<file path="config.mk">
export PLATFORM = sky130hd
export DESIGN_NAME = bounded_nearest_sorted_insert_unit_flat
export DESIGN_NICKNAME = d
export VERILOG_FILES = /design/src/hw/rtl/bnsi_pkg.sv /design/src/hw/rtl/bnsi_if.sv /design/src/hw/rtl/bounded_nearest_sorted_insert_unit.sv /design/src/hw/rtl/bnsi_dist.sv /design/src/hw/rtl/bnsi_list.sv /design/src/flat_wrapper.sv
export VERILOG_INCLUDE_DIRS = /design/src /design/src/hw/rtl
export SDC_FILE = /design/constraint.sdc
export NUM_CORES = 2
export LEC_CHECK = 0
export ABC_AREA = 1
export BUFFER_PORTS_ARGS = -buffer_cell sky130_fd_sc_hd__buf_4
export CORE_ASPECT_RATIO = 0.75
export CORE_UTILIZATION = 37
export DETAILED_ROUTE_END_ITERATION = 10
export GPL_ROUTABILITY_DRIVEN = 0
export PLACE_DENSITY = 0.56
export SYNTH_ARGS = -nofsm -noshare
export SYNTH_HDL_FRONTEND = slang
export SYNTH_SLANG_ARGS = --single-unit
</file>
<file path="constraint.sdc">
create_clock -name clock -period 9 [get_ports clock]
set_input_delay 1.35 -clock clock [delete_from_list [all_inputs] [get_ports clock]]
set_output_delay 1.35 -clock clock [all_outputs]
set_load 0.03 [all_outputs]
</file>
<file path="src/hw/rtl/bounded_nearest_sorted_insert_unit_defines.svh">
// ----------------------------------------------------------------------------
// bounded nearest sorted insert unit - assertion macros
// shared concurrent assertion forms for the rtl of the insert unit
// ----------------------------------------------------------------------------
`ifndef BOUNDED_NEAREST_SORTED_INSERT_UNIT_DEFINES_SVH
`define BOUNDED_NEAREST_SORTED_INSERT_UNIT_DEFINES_SVH

// condition implies consequence in the same cycle
`define BNSI_ASSERT_SAME(name, clk, rst, ante, cons) \
   name: assert property (@(posedge clk) disable iff (rst) (ante) |-> (cons)) \
      else $error("bnsi same-cycle check failed");

// condition implies consequence in the next cycle
`define BNSI_ASSERT_NEXT(name, clk, rst, ante, cons) \
   name: assert property (@(posedge clk) disable iff (rst) (ante) |=> (cons)) \
      else $error("bnsi next-cycle check failed");

`endif

</file>
<file path="src/hw/rtl/bnsi_pkg.sv">
// ----------------------------------------------------------------------------
// bnsi_pkg
// widths, codes and shared types of the bounded nearest sorted insert unit
// ----------------------------------------------------------------------------
`default_nettype none

package bnsi_pkg;

   // list depth and derived index widths
   localparam int MAX_DEPTH = 16;
   localparam int IDX_W     = (MAX_DEPTH > 1) ? $clog2(MAX_DEPTH) : 1;
   localparam int CNT_W     = $clog2(MAX_DEPTH + 1);

   // field widths
   localparam int ID_W        = 16;
   localparam int COORD_W     = 16;
   localparam int DIFF_W      = COORD_W + 1;
   localparam int SQ_W        = 32;
   localparam int DIST_W      = 33;
   localparam int LIMIT_W     = 5;
   localparam int COUNT_OUT_W = 5;

   // configuration port
   localparam int CSR_IDX_W  = 2;
   localparam int CSR_DATA_W = 16;

   localparam logic [CSR_IDX_W-1:0] CSR_REF_X       = 2'd0;
   localparam logic [CSR_IDX_W-1:0] CSR_REF_Y       = 2'd1;
   localparam logic [CSR_IDX_W-1:0] CSR_MAX_ENTRIES = 2'd2;

   localparam logic [LIMIT_W-1:0] MAX_ENTRIES_RESET = 5'd16;

   // result kinds
   localparam logic KIND_STATUS = 1'b0;
   localparam logic KIND_ENTRY  = 1'b1;

   // one held list entry
   typedef struct packed {
      logic [ID_W-1:0]   id;
      logic [DIST_W-1:0] sq_dist;
   } entry_type;

   // list store access controls
   typedef struct packed {
      logic             ren;
      logic [IDX_W-1:0] raddr;
      logic             wen;
      logic [IDX_W-1:0] waddr;
   } list_ctl_type;

endpackage

`default_nettype wire

</file>
<file path="src/hw/rtl/bnsi_if.sv">
// ----------------------------------------------------------------------------
// bnsi channel interfaces
// valid/ready channels for candidate items and result items
// ----------------------------------------------------------------------------
`default_nettype none

interface bnsi_req_if;
   logic                               valid;
   logic                               ready;
   logic [bnsi_pkg::ID_W-1:0]          cand_index;
   logic signed [bnsi_pkg::COORD_W-1:0] pos_x;
   logic signed [bnsi_pkg::COORD_W-1:0] pos_y;
   logic                               restart;
   logic                               finish;

   modport source (output valid, output cand_index, output pos_x, output pos_y,
                   output restart, output finish, input ready);
   modport sink   (input valid, input cand_index, input pos_x, input pos_y,
                   input restart, input finish, output ready);
endinterface

interface bnsi_rsp_if;
   logic                                valid;
   logic                                ready;
   logic                                kind;
   logic                                accepted;
   logic [bnsi_pkg::COUNT_OUT_W-1:0]    held_count;
   logic [bnsi_pkg::ID_W-1:0]           entry_index;
   logic [bnsi_pkg::DIST_W-1:0]         entry_sq_dist;
   logic                                last;

   modport source (output valid, output kind, output accepted, output held_count,
                   output entry_index, output entry_sq_dist, output last, input ready);
   modport sink   (input valid, input kind, input accepted, input held_count,
                   input entry_index, input entry_sq_dist, input last, output ready);
endinterface

`default_nettype wire

</file>
<file path="src/hw/rtl/bounded_nearest_sorted_insert_unit.sv">
// ----------------------------------------------------------------------------
// bounded_nearest_sorted_insert_unit
// keeps the nearest candidates to a reference point in a sorted bounded list
// ----------------------------------------------------------------------------
// channel  dir  handshake          carries
// req_ch   in   valid/ready        cand_index, pos_x, pos_y, restart, finish
// rsp_ch   out  valid/ready        kind, accepted, held_count, entry_index,
//                                  entry_sq_dist, last
// csr_*    in   csr_wr_en only     csr_index, csr_wdata (ref_x, ref_y, max_entries)
//
// one item at a time: ready only while idle. distance is formed in the
// shared squarer, then the scan reads each held entry through the store read
// port, and the decide, shift (farthest entry first), insert and status
// steps follow in turn. with finish each list entry is read through the
// store read port in an S_RD_ISSUE step and then an S_ENTRY step.
// results wait in an output register; a stalled rsp_ch holds the sequencer.
// reset clears control state only; the store needs no clearing pass.
// ----------------------------------------------------------------------------
`default_nettype none

`include "bounded_nearest_sorted_insert_unit_defines.svh"

module bounded_nearest_sorted_insert_unit (
   input  logic                                 clock,
   input  logic                                 reset,
   bnsi_req_if.sink                             req_ch,
   bnsi_rsp_if.source                           rsp_ch,
   input  logic                                 csr_wr_en,
   input  logic [bnsi_pkg::CSR_IDX_W-1:0]       csr_index,
   input  logic [bnsi_pkg::CSR_DATA_W-1:0]      csr_wdata
);

   localparam int IdxW    = bnsi_pkg::IDX_W;
   localparam int CntW    = bnsi_pkg::CNT_W;
   localparam int IdW     = bnsi_pkg::ID_W;
   localparam int CoordW  = bnsi_pkg::COORD_W;
   localparam int DistW   = bnsi_pkg::DIST_W;
   localparam int LimitW  = bnsi_pkg::LIMIT_W;
   localparam int OutCntW = bnsi_pkg::COUNT_OUT_W;
   localparam int CmpW    = (CntW > LimitW) ? CntW : LimitW;
   localparam int Depth   = bnsi_pkg::MAX_DEPTH;

   typedef enum logic [3:0] {
      S_IDLE,
      S_DIST,
      S_SCAN,
      S_DECIDE,
      S_SHIFT,
      S_INSERT,
      S_STATUS,
      S_RD_ISSUE,
      S_ENTRY
   } seq_state_type;

   // configuration registers
   logic signed [CoordW-1:0] ref_x_ff, ref_x_in;
   logic signed [CoordW-1:0] ref_y_ff, ref_y_in;
   logic [LimitW-1:0]        max_entries_ff, max_entries_in;

   // sequencer control state
   seq_state_type    state_ff, state_in;
   logic [CntW-1:0]  count_ff, count_in;
   logic [CntW-1:0]  scan_idx_ff, scan_idx_in;
   logic             cmp_pend_ff, cmp_pend_in;
   logic [IdxW-1:0]  cmp_idx_ff, cmp_idx_in;
   logic             dup_ff, dup_in;
   logic [CntW-1:0]  place_ff, place_in;
   logic             acc_ff, acc_in;
   logic [CntW-1:0]  sh_left_ff, sh_left_in;
   logic [IdxW-1:0]  sh_rd_ff, sh_rd_in;
   logic             wr_pend_ff, wr_pend_in;
   logic [IdxW-1:0]  wr_addr_ff, wr_addr_in;
   logic [CntW-1:0]  rd_idx_ff, rd_idx_in;
   logic             finish_ff, finish_in;
   logic             rsp_valid_ff, rsp_valid_in;

   // item and result payload
   logic [IdW-1:0]     id_ff, id_in;
   logic               rsp_kind_ff, rsp_kind_in;
   logic               rsp_acc_ff, rsp_acc_in;
   logic [OutCntW-1:0] rsp_count_ff, rsp_count_in;
   logic [IdW-1:0]     rsp_index_ff, rsp_index_in;
   logic [DistW-1:0]   rsp_dist_ff, rsp_dist_in;
   logic               rsp_last_ff, rsp_last_in;

   // datapath signals
   logic                   req_accept;
   logic                   out_free;
   logic                   dist_done;
   logic [DistW-1:0]       cand_dist;
   logic [CmpW-1:0]        max_wide;
   logic [CntW-1:0]        lim;
   logic [CntW-1:0]        lim_m1;
   logic [CntW-1:0]        top;
   logic [CntW:0]          count_inc;
   logic                   place_ok;
   logic                   readout;
   bnsi_pkg::list_ctl_type list_ctl;
   bnsi_pkg::entry_type    list_wdata;
   bnsi_pkg::entry_type    list_rdata;

   // configuration writes
   always_comb begin
      ref_x_in       = ref_x_ff;
      ref_y_in       = ref_y_ff;
      max_entries_in = max_entries_ff;
      if (csr_wr_en) begin
         unique case (csr_index)
            bnsi_pkg::CSR_REF_X:       ref_x_in       = csr_wdata;
            bnsi_pkg::CSR_REF_Y:       ref_y_in       = csr_wdata;
            bnsi_pkg::CSR_MAX_ENTRIES: max_entries_in = csr_wdata[LimitW-1:0];
            default: begin
            end
         endcase
      end
   end

   always_ff @(posedge clock) begin
      if (reset) begin
         ref_x_ff       <= '0;
         ref_y_ff       <= '0;
         max_entries_ff <= bnsi_pkg::MAX_ENTRIES_RESET;
      end else begin
         ref_x_ff       <= ref_x_in;
         ref_y_ff       <= ref_y_in;
         max_entries_ff <= max_entries_in;
      end
   end

   // squared distance unit
   bnsi_dist u_dist (
      .clock   (clock),
      .reset   (reset),
      .start   (req_accept),
      .pos_x   (req_ch.pos_x),
      .pos_y   (req_ch.pos_y),
      .ref_x   (ref_x_ff),
      .ref_y   (ref_y_ff),
      .done    (dist_done),
      .sq_dist (cand_dist)
   );

   // list store
   bnsi_list u_list (
      .clock (clock),
      .ctl   (list_ctl),
      .wdata (list_wdata),
      .rdata (list_rdata)
   );

   // handshakes
   assign req_ch.ready = (state_ff == S_IDLE);
   assign req_accept   = req_ch.valid & req_ch.ready;
   assign out_free     = ~rsp_valid_ff | rsp_ch.ready;

   // limit is the smaller of the register and the built depth
   assign max_wide  = CmpW'(max_entries_ff);
   assign lim       = (max_wide > CmpW'(Depth)) ? CntW'(Depth) : CntW'(max_wide);
   assign lim_m1    = lim - CntW'(1);
   assign top       = (count_ff < lim_m1) ? count_ff : lim_m1;
   assign count_inc = {1'b0, count_ff} + (CntW+1)'(1);
   assign place_ok  = ~dup_ff & (place_ff < lim);
   assign readout   = finish_ff & (count_ff != '0);

   // sequencer
   always_comb begin
      state_in     = state_ff;
      count_in     = count_ff;
      scan_idx_in  = scan_idx_ff;
      cmp_pend_in  = cmp_pend_ff;
      cmp_idx_in   = cmp_idx_ff;
      dup_in       = dup_ff;
      place_in     = place_ff;
      acc_in       = acc_ff;
      sh_left_in   = sh_left_ff;
      sh_rd_in     = sh_rd_ff;
      wr_pend_in   = wr_pend_ff;
      wr_addr_in   = wr_addr_ff;
      rd_idx_in    = rd_idx_ff;
      finish_in    = finish_ff;
      id_in        = id_ff;
      rsp_valid_in = rsp_valid_ff & ~rsp_ch.ready;
      rsp_kind_in  = rsp_kind_ff;
      rsp_acc_in   = rsp_acc_ff;
      rsp_count_in = rsp_count_ff;
      rsp_index_in = rsp_index_ff;
      rsp_dist_in  = rsp_dist_ff;
      rsp_last_in  = rsp_last_ff;

      list_ctl           = '0;
      list_wdata.id      = id_ff;
      list_wdata.sq_dist = cand_dist;

      unique case (state_ff)
         S_IDLE: begin
            if (req_accept) begin
               id_in     = req_ch.cand_index;
               finish_in = req_ch.finish;
               if (req_ch.restart) begin
                  count_in = '0;
               end
               state_in = S_DIST;
            end
         end

         S_DIST: begin
            if (dist_done) begin
               scan_idx_in = '0;
               cmp_pend_in = 1'b0;
               dup_in      = 1'b0;
               place_in    = '0;
               state_in    = S_SCAN;
            end
         end

         // read each held entry, compare in the next cycle
         S_SCAN: begin
            if (scan_idx_ff < count_ff) begin
               list_ctl.ren   = 1'b1;
               list_ctl.raddr = scan_idx_ff[IdxW-1:0];
               cmp_idx_in     = scan_idx_ff[IdxW-1:0];
               scan_idx_in    = scan_idx_ff + CntW'(1);
               cmp_pend_in    = 1'b1;
            end else begin
               cmp_pend_in = 1'b0;
            end
            if (cmp_pend_ff) begin
               if (list_rdata.id == id_ff) begin
                  dup_in = 1'b1;
               end
               if (list_rdata.sq_dist <= cand_dist) begin
                  place_in = CntW'(cmp_idx_ff) + CntW'(1);
               end
            end
            if ((scan_idx_ff >= count_ff) && !cmp_pend_ff) begin
               state_in = S_DECIDE;
            end
         end

         S_DECIDE: begin
            acc_in = place_ok;
            if (place_ok) begin
               sh_left_in = top - place_ff;
               sh_rd_in   = IdxW'(top - CntW'(1));
               wr_pend_in = 1'b0;
               state_in   = S_SHIFT;
            end else begin
               state_in = S_STATUS;
            end
         end

         // move entries one place down, farthest first
         S_SHIFT: begin
            if (wr_pend_ff) begin
               list_ctl.wen   = 1'b1;
               list_ctl.waddr = wr_addr_ff;
               list_wdata     = list_rdata;
            end
            if (sh_left_ff != '0) begin
               list_ctl.ren   = 1'b1;
               list_ctl.raddr = sh_rd_ff;
               wr_addr_in     = sh_rd_ff + IdxW'(1);
               wr_pend_in     = 1'b1;
               sh_rd_in       = sh_rd_ff - IdxW'(1);
               sh_left_in     = sh_left_ff - CntW'(1);
            end else begin
               wr_pend_in = 1'b0;
               state_in   = S_INSERT;
            end
         end

         S_INSERT: begin
            list_ctl.wen   = 1'b1;
            list_ctl.waddr = place_ff[IdxW-1:0];
            count_in       = (count_inc < (CntW+1)'(lim)) ? CntW'(count_inc) : lim;
            state_in       = S_STATUS;
         end

         S_STATUS: begin
            if (out_free) begin
               rsp_valid_in = 1'b1;
               rsp_kind_in  = bnsi_pkg::KIND_STATUS;
               rsp_acc_in   = acc_ff;
               rsp_count_in = OutCntW'(count_ff);
               rsp_index_in = '0;
               rsp_dist_in  = '0;
               rsp_last_in  = ~readout;
               rd_idx_in    = '0;
               state_in     = readout ? S_RD_ISSUE : S_IDLE;
            end
         end

         S_RD_ISSUE: begin
            list_ctl.ren   = 1'b1;
            list_ctl.raddr = rd_idx_ff[IdxW-1:0];
            state_in       = S_ENTRY;
         end

         S_ENTRY: begin
            if (out_free) begin
               rsp_valid_in = 1'b1;
               rsp_kind_in  = bnsi_pkg::KIND_ENTRY;
               rsp_acc_in   = acc_ff;
               rsp_count_in = OutCntW'(count_ff);
               rsp_index_in = list_rdata.id;
               rsp_dist_in  = list_rdata.sq_dist;
               rsp_last_in  = ((rd_idx_ff + CntW'(1)) == count_ff);
               rd_idx_in    = rd_idx_ff + CntW'(1);
               state_in     = ((rd_idx_ff + CntW'(1)) == count_ff) ? S_IDLE : S_RD_ISSUE;
            end
         end

         default: begin
            state_in = S_IDLE;
         end
      endcase
   end

   // sequencer state and registered outputs
   always_ff @(posedge clock) begin
      if (reset) begin
         state_ff     <= S_IDLE;
         count_ff     <= '0;
         scan_idx_ff  <= '0;
         cmp_pend_ff  <= 1'b0;
         cmp_idx_ff   <= '0;
         dup_ff       <= 1'b0;
         place_ff     <= '0;
         acc_ff       <= 1'b0;
         sh_left_ff   <= '0;
         sh_rd_ff     <= '0;
         wr_pend_ff   <= 1'b0;
         wr_addr_ff   <= '0;
         rd_idx_ff    <= '0;
         finish_ff    <= 1'b0;
         rsp_valid_ff <= 1'b0;
      end else begin
         state_ff     <= state_in;
         count_ff     <= count_in;
         scan_idx_ff  <= scan_idx_in;
         cmp_pend_ff  <= cmp_pend_in;
         cmp_idx_ff   <= cmp_idx_in;
         dup_ff       <= dup_in;
         place_ff     <= place_in;
         acc_ff       <= acc_in;
         sh_left_ff   <= sh_left_in;
         sh_rd_ff     <= sh_rd_in;
         wr_pend_ff   <= wr_pend_in;
         wr_addr_ff   <= wr_addr_in;
         rd_idx_ff    <= rd_idx_in;
         finish_ff    <= finish_in;
         rsp_valid_ff <= rsp_valid_in;
      end
      id_ff        <= id_in;
      rsp_kind_ff  <= rsp_kind_in;
      rsp_acc_ff   <= rsp_acc_in;
      rsp_count_ff <= rsp_count_in;
      rsp_index_ff <= rsp_index_in;
      rsp_dist_ff  <= rsp_dist_in;
      rsp_last_ff  <= rsp_last_in;
   end

   // result port
   assign rsp_ch.valid         = rsp_valid_ff;
   assign rsp_ch.kind          = rsp_kind_ff;
   assign rsp_ch.accepted      = rsp_acc_ff;
   assign rsp_ch.held_count    = rsp_count_ff;
   assign rsp_ch.entry_index   = rsp_index_ff;
   assign rsp_ch.entry_sq_dist = rsp_dist_ff;
   assign rsp_ch.last          = rsp_last_ff;

   // checks
   `BNSI_ASSERT_SAME(a_count_bound, clock, reset, 1'b1, count_ff <= CntW'(Depth))
   `BNSI_ASSERT_SAME(a_dist_done_in_dist, clock, reset, dist_done, state_ff == S_DIST)
   `BNSI_ASSERT_NEXT(a_busy_after_accept, clock, reset, req_accept, !req_ch.ready)
   `BNSI_ASSERT_NEXT(a_insert_nonempty, clock, reset, state_ff == S_INSERT, count_ff != '0)
   `BNSI_ASSERT_SAME(a_write_when_moving, clock, reset, list_ctl.wen, (state_ff == S_SHIFT) || (state_ff == S_INSERT))

endmodule

`default_nettype wire

</file>
<file path="src/hw/rtl/bnsi_dist.sv">
// ----------------------------------------------------------------------------
// bnsi_dist
// squared distance unit: one shared squarer, dx*dx then dy*dy, then a sum
// ----------------------------------------------------------------------------
`default_nettype none

module bnsi_dist (
   input  logic                                clock,
   input  logic                                reset,
   input  logic                                start,
   input  logic signed [bnsi_pkg::COORD_W-1:0] pos_x,
   input  logic signed [bnsi_pkg::COORD_W-1:0] pos_y,
   input  logic signed [bnsi_pkg::COORD_W-1:0] ref_x,
   input  logic signed [bnsi_pkg::COORD_W-1:0] ref_y,
   output logic                                done,
   output logic [bnsi_pkg::DIST_W-1:0]         sq_dist
);

   localparam int DiffW = bnsi_pkg::DIFF_W;
   localparam int SqW   = bnsi_pkg::SQ_W;
   localparam int DistW = bnsi_pkg::DIST_W;

   typedef enum logic [1:0] {
      D_IDLE,
      D_SQX,
      D_SQY,
      D_SUM
   } dist_state_type;

   dist_state_type          state_ff, state_in;
   logic                    done_ff, done_in;
   logic signed [DiffW-1:0] dx_ff, dx_in;
   logic signed [DiffW-1:0] dy_ff, dy_in;
   logic [SqW-1:0]          prod_ff, prod_in;
   logic [DistW-1:0]        acc_ff, acc_in;
   logic signed [DiffW-1:0] sq_op;
   logic signed [2*DiffW-1:0] sq_full;

   // shared squarer, operand picked by the step
   assign sq_op   = (state_ff == D_SQX) ? dx_ff : dy_ff;
   assign sq_full = sq_op * sq_op;

   // step sequencing
   always_comb begin
      state_in = state_ff;
      done_in  = 1'b0;
      dx_in    = dx_ff;
      dy_in    = dy_ff;
      prod_in  = prod_ff;
      acc_in   = acc_ff;
      unique case (state_ff)
         D_IDLE: begin
            if (start) begin
               dx_in    = {pos_x[bnsi_pkg::COORD_W-1], pos_x}
                          - {ref_x[bnsi_pkg::COORD_W-1], ref_x};
               dy_in    = {pos_y[bnsi_pkg::COORD_W-1], pos_y}
                          - {ref_y[bnsi_pkg::COORD_W-1], ref_y};
               state_in = D_SQX;
            end
         end
         D_SQX: begin
            prod_in  = sq_full[SqW-1:0];
            state_in = D_SQY;
         end
         D_SQY: begin
            prod_in  = sq_full[SqW-1:0];
            acc_in   = DistW'(prod_ff);
            state_in = D_SUM;
         end
         D_SUM: begin
            acc_in   = acc_ff + DistW'(prod_ff);
            done_in  = 1'b1;
            state_in = D_IDLE;
         end
         default: begin
            state_in = D_IDLE;
         end
      endcase
   end

   // control state
   always_ff @(posedge clock) begin
      if (reset) begin
         state_ff <= D_IDLE;
         done_ff  <= 1'b0;
      end else begin
         state_ff <= state_in;
         done_ff  <= done_in;
      end
   end

   // datapath registers
   always_ff @(posedge clock) begin
      dx_ff   <= dx_in;
      dy_ff   <= dy_in;
      prod_ff <= prod_in;
      acc_ff  <= acc_in;
   end

   assign done    = done_ff;
   assign sq_dist = acc_ff;

endmodule

`default_nettype wire

</file>
<file path="src/hw/rtl/bnsi_list.sv">
// ----------------------------------------------------------------------------
// bnsi_list
// list entry store: one write port, one read port with registered data
// ----------------------------------------------------------------------------
`default_nettype none

module bnsi_list (
   input  logic                   clock,
   input  bnsi_pkg::list_ctl_type ctl,
   input  bnsi_pkg::entry_type    wdata,
   output bnsi_pkg::entry_type    rdata
);

   localparam int Depth = bnsi_pkg::MAX_DEPTH;

   bnsi_pkg::entry_type store_ff [Depth];
   bnsi_pkg::entry_type rdata_ff;

   // write port
   always_ff @(posedge clock) begin
      if (ctl.wen) begin
         store_ff[ctl.waddr] <= wdata;
      end
   end

   // registered read port
   always_ff @(posedge clock) begin
      if (ctl.ren) begin
         rdata_ff <= store_ff[ctl.raddr];
      end
   end

   assign rdata = rdata_ff;

endmodule

`default_nettype wire
</file>
<file path="src/flat_wrapper.sv">
// flat-port wrapper written by rule: the top's interface ports become plain ports
module bounded_nearest_sorted_insert_unit_flat 
  (clock, reset, csr_wr_en, csr_index, csr_wdata, req_ch_valid, req_ch_cand_index, req_ch_pos_x, req_ch_pos_y, req_ch_restart, req_ch_finish, req_ch_ready, rsp_ch_valid, rsp_ch_kind, rsp_ch_accepted, rsp_ch_held_count, rsp_ch_entry_index, rsp_ch_entry_sq_dist, rsp_ch_last, rsp_ch_ready);
  bnsi_req_if req_ch_i ();
  bnsi_rsp_if rsp_ch_i ();
  input  logic clock;
  input  logic reset;
  input  logic csr_wr_en;
  input  logic [bnsi_pkg::CSR_IDX_W-1:0] csr_index;
  input  logic [bnsi_pkg::CSR_DATA_W-1:0] csr_wdata;
  input wire logic [$bits(req_ch_i.valid)-1:0] req_ch_valid;
  input wire logic [$bits(req_ch_i.cand_index)-1:0] req_ch_cand_index;
  input wire logic [$bits(req_ch_i.pos_x)-1:0] req_ch_pos_x;
  input wire logic [$bits(req_ch_i.pos_y)-1:0] req_ch_pos_y;
  input wire logic [$bits(req_ch_i.restart)-1:0] req_ch_restart;
  input wire logic [$bits(req_ch_i.finish)-1:0] req_ch_finish;
  output wire logic [$bits(req_ch_i.ready)-1:0] req_ch_ready;
  output wire logic [$bits(rsp_ch_i.valid)-1:0] rsp_ch_valid;
  output wire logic [$bits(rsp_ch_i.kind)-1:0] rsp_ch_kind;
  output wire logic [$bits(rsp_ch_i.accepted)-1:0] rsp_ch_accepted;
  output wire logic [$bits(rsp_ch_i.held_count)-1:0] rsp_ch_held_count;
  output wire logic [$bits(rsp_ch_i.entry_index)-1:0] rsp_ch_entry_index;
  output wire logic [$bits(rsp_ch_i.entry_sq_dist)-1:0] rsp_ch_entry_sq_dist;
  output wire logic [$bits(rsp_ch_i.last)-1:0] rsp_ch_last;
  input wire logic [$bits(rsp_ch_i.ready)-1:0] rsp_ch_ready;
  assign req_ch_i.valid = req_ch_valid;
  assign req_ch_i.cand_index = req_ch_cand_index;
  assign req_ch_i.pos_x = req_ch_pos_x;
  assign req_ch_i.pos_y = req_ch_pos_y;
  assign req_ch_i.restart = req_ch_restart;
  assign req_ch_i.finish = req_ch_finish;
  assign req_ch_ready = req_ch_i.ready;
  assign rsp_ch_valid = rsp_ch_i.valid;
  assign rsp_ch_kind = rsp_ch_i.kind;
  assign rsp_ch_accepted = rsp_ch_i.accepted;
  assign rsp_ch_held_count = rsp_ch_i.held_count;
  assign rsp_ch_entry_index = rsp_ch_i.entry_index;
  assign rsp_ch_entry_sq_dist = rsp_ch_i.entry_sq_dist;
  assign rsp_ch_last = rsp_ch_i.last;
  assign rsp_ch_i.ready = rsp_ch_ready;
  bounded_nearest_sorted_insert_unit u_core (.clock(clock), .reset(reset), .req_ch(req_ch_i), .rsp_ch(rsp_ch_i), .csr_wr_en(csr_wr_en), .csr_index(csr_index), .csr_wdata(csr_wdata));
endmodule
</file>
==> metrics.yaml <==
synthesis:
  synth-main-ff-cell: "edfxtp_1"
  ys_ff_latch: 1091
  ys_top_cells_by_area: "edfxtp_1, fa_1, nand2_1"
  synthXorXnorAreaFrac_pct: 1.52
  synth_mux_area_share_pct: 0
  synthAdderAreaFrac_pct: 13.2
  yosysTopAreaCellShare_pct: 51.2
  synth-simple-area-share_pct: 14.6
  synth_top_family_by_area: "simple AND/OR/NAND/NOR gates"
  synthArstFlopShare_pct: 0
  ys_types: 52
  synth_top_area_cell: "edfxtp_1"
  synth_warnings: 0
  ys_seq_area_share_pct: 54.1
  synth-compound-area-share_pct: 8.28
  avgSynthCellArea_sq_um: 10.4
  synth-edff-count: 1004
  netlist_instances: 5694
  syn_nets: 6236
  syn_area_sq_um: 58900
finish:
  fillers: 15078
  drive_above_1_share_pct: 7.53
  final_common_cell: "nand2_1"
  multiInputGateArea_sq_um: 22400
  stdcell_area_sq_um: 66000
  final_util_pct: 41.8
  ff_latch_area_sq_um: 31900
  area_growth_pct: 12.1
  final_cell_mix: "nand2_1, edfxtp_1, inv_1"
  fin_nets: 6344
floorplanning:
  design.portCount: 132
  floorplan.initialDensity_pct: 37.3
  die-area_sq_um: 161000
  die_y_microns: 348
  die_x_microns: 463
  row_count: 126
  fp.coreArea_sq_um: 158000
run_status:
  status: "completed"
cts:
  cts-buffers-inserted: 109
  cts-resized-gates: 0
  clockBufferDepth: 3
  cts_hold_buf: 0
  post_cts_buffers: 0
  clk_pin_slew_ns: 0.07
  clkSinkCount: 1091
  cts_tree: "done"
  clk_latency_ns: 0.77
  cts-root-buf: "clkbuf_16"
  cts-htree-levels: 3
run:
  cap_viol_max_count: 0
worst_setup_path:
  r2r_start: "u_core.u_dist.state_ff[1]$_SDFFE_PP0P_"
  cp_cell_sequence: "inv_1, ha_1, nand2_1, o21ai_1, clkinv_1, nor2_1, inv_1, fa_1, inv_1, fa_1, fa_1, fa_1, fa_1, inv_1, fa_1, inv_1, ha_1, nand2_1, nor4_1, nand3_1, o21ai_0, a21oi_1, xnor2_1"
  crit_slowest_cell: "ha_1"
  startpoint: "u_core.u_dist.state_ff[1]$_SDFFE_PP0P_"
  start_kind: "register"
  worst_path_largest_cell_delay_ns: 0.85
  critPathMaxFanout: 34
  end_kind: "register"
  arrival_ns: 8.67
  cp_common_cell: "fa_1"
  critPathKind: "register to register"
  required_ns: 9.48
drt:
  via_count: 41034
  via_per_inst: 5.12
  route.detailed.drc: 0
  wl_per_cell_microns: 21.3
  antenna_left: 0
  first_pass_iters: 6
  drt_iter0_drc: 3922
  wl_mm: 171
global_route:
  grt_max_degree: 241
  grt_pass1_wl_mm: 254
  track_usage_pct: 20.9
  grt_pass1_vias: 39155
  gr-total-overflow: 0
  antenna_found_initial: 7
hold_path:
  hold_start: "u_core.acc_ff$_SDFFE_PP0P_"
  worstHoldPathType: "register to register"
timing:
  fin_crit_ns: 8.18
  final-hold-violation-count: 0
  rsz0062_at_grt: "false"
  worstMarginPinSlew_ns: 1.30
  final.period_utilization_pct: 90.9
  setup_viol: 0
  maxSlewViolCount: 0
  fmax_mhz: 122
  slew_headroom_pct: 12.6
  totalNegativeSetupSlack_ns: 0
  skew_ns: 0.0518
placement:
  dpl_cell_area_sq_um: 62500
  io_buffers: 131
  dp_hpwl_mm: 109
-- per-layer routing --
layer  vias to the layer above  wire [microns]  GRT usage [%]
li1                      19301               -              -
met1                     20099           81300           32.0
met2                      1456           73700           31.2
met3                       178           13100           3.56
met4                         0            2760           3.77
met5                         -               0              0
-- cells in the mapped netlist, drive strengths merged, types with 11 or more instances --
| master | instances |
|---|---|
| ha | 211 |
| nand4 | 26 |
| nand3b | 56 |
| a21o | 13 |
| nor3 | 24 |
| xnor2 | 37 |
| dfxtp | 87 |
| o211ai | 300 |
| clkbuf | 105 |
| a211oi | 12 |
| edfxtp | 1004 |
| a21oi | 194 |
| or2 | 17 |
| o21bai | 11 |
| nand3 | 488 |
| xor2 | 65 |
| fa | 258 |
| buf | 123 |
| nand2 | 1064 |
| o21ai | 202 |
| nor2 | 318 |
| inv | 1007 |
-- flip-flops by register name (all words and copies together) (netlist names), 5 cells and up --
register	count
u_core.ref_x_ff	16
u_core.id_ff	16
u_core.place_ff	5
u_core.u_dist.dx_ff	17
u_core.u_dist.dy_ff	17
u_core.u_dist.prod_ff	31
u_core.ref_y_ff	16
u_core.scan_idx_ff	5
u_core.u_list.rdata	49
u_core.u_list.store_ff	784
u_core.rd_idx_ff	5
u_core.rsp_ch.entry_sq_dist	33
u_core.rsp_ch.entry_index	16
u_core.rsp_ch.held_count	5
u_core.sh_left_ff	5
u_core.max_entries_ff	5
u_core.u_dist.sq_dist	33
u_core.count_ff	5
-- cell type report --
class,count,area share [%]
Antenna cell,2,0.00758
Tap cell,2112,4.00
Clock buffer,141,4.36
Inverter,1015,5.78
Sequential cell,1091,48.3
Clock inverter,62,1.01
Multi-Input combinational cell,3360,33.9
Timing Repair Buffer,225,2.63
-- worst paths after layout --
path | endpoint | slack, ns | cells past startpoint
max | u_core.u_dist.prod_ff[25]$_DFFE_PP_ | 0.82 | 23
min | u_core.rsp_ch.accepted$_DFFE_PP_ | 0.44 | 0
max reg2reg | u_core.u_dist.prod_ff[25]$_DFFE_PP_ | 0.82 | 23
min reg2reg | u_core.rsp_ch.accepted$_DFFE_PP_ | 0.44 | 0
-- kinds of logic after synthesis --
logic type / Yosys count
AND/OR/NAND/NOR: 2008
buffers and inverters: 1243
flip-flops: 1091
AO/OA/AOI/OAI: 781
adder cells (fa/ha/maj): 469
XOR/XNOR: 102
-- through the flow --
step / worst slack [ns] / instances / hold slack (ns)
after floorplan: 2.25 / 5694 / 0.409
after global routing: 0.381 / 8006 / 0.445
final: 0.816 / 8008 / 0.444
after detailed placement: 1.04 / 7803 / 0.424
after global placement: 1.24 / 7803 / 0.434
after CTS: 0.973 / 8006 / 0.443
-- worst max-delay path: cells and delay by family (launching register included) --
| kind | cells | cell delay (ns) |
|---|---|---|
| AOI/OAI and AO/OA | 3 | 0.91 |
| xor gates and xnor gates | 1 | 0.14 |
| adders and majority gates | 8 | 4.16 |
| buffers and inverters | 6 | 0.97 |
| DFF | 1 | 0.34 |
| and+or+nand+nor | 5 | 1.36 |
Power is left out: the tool's default activity adds up to more than one toggle a clock period on the data nets, which glitch-free logic cannot reach.
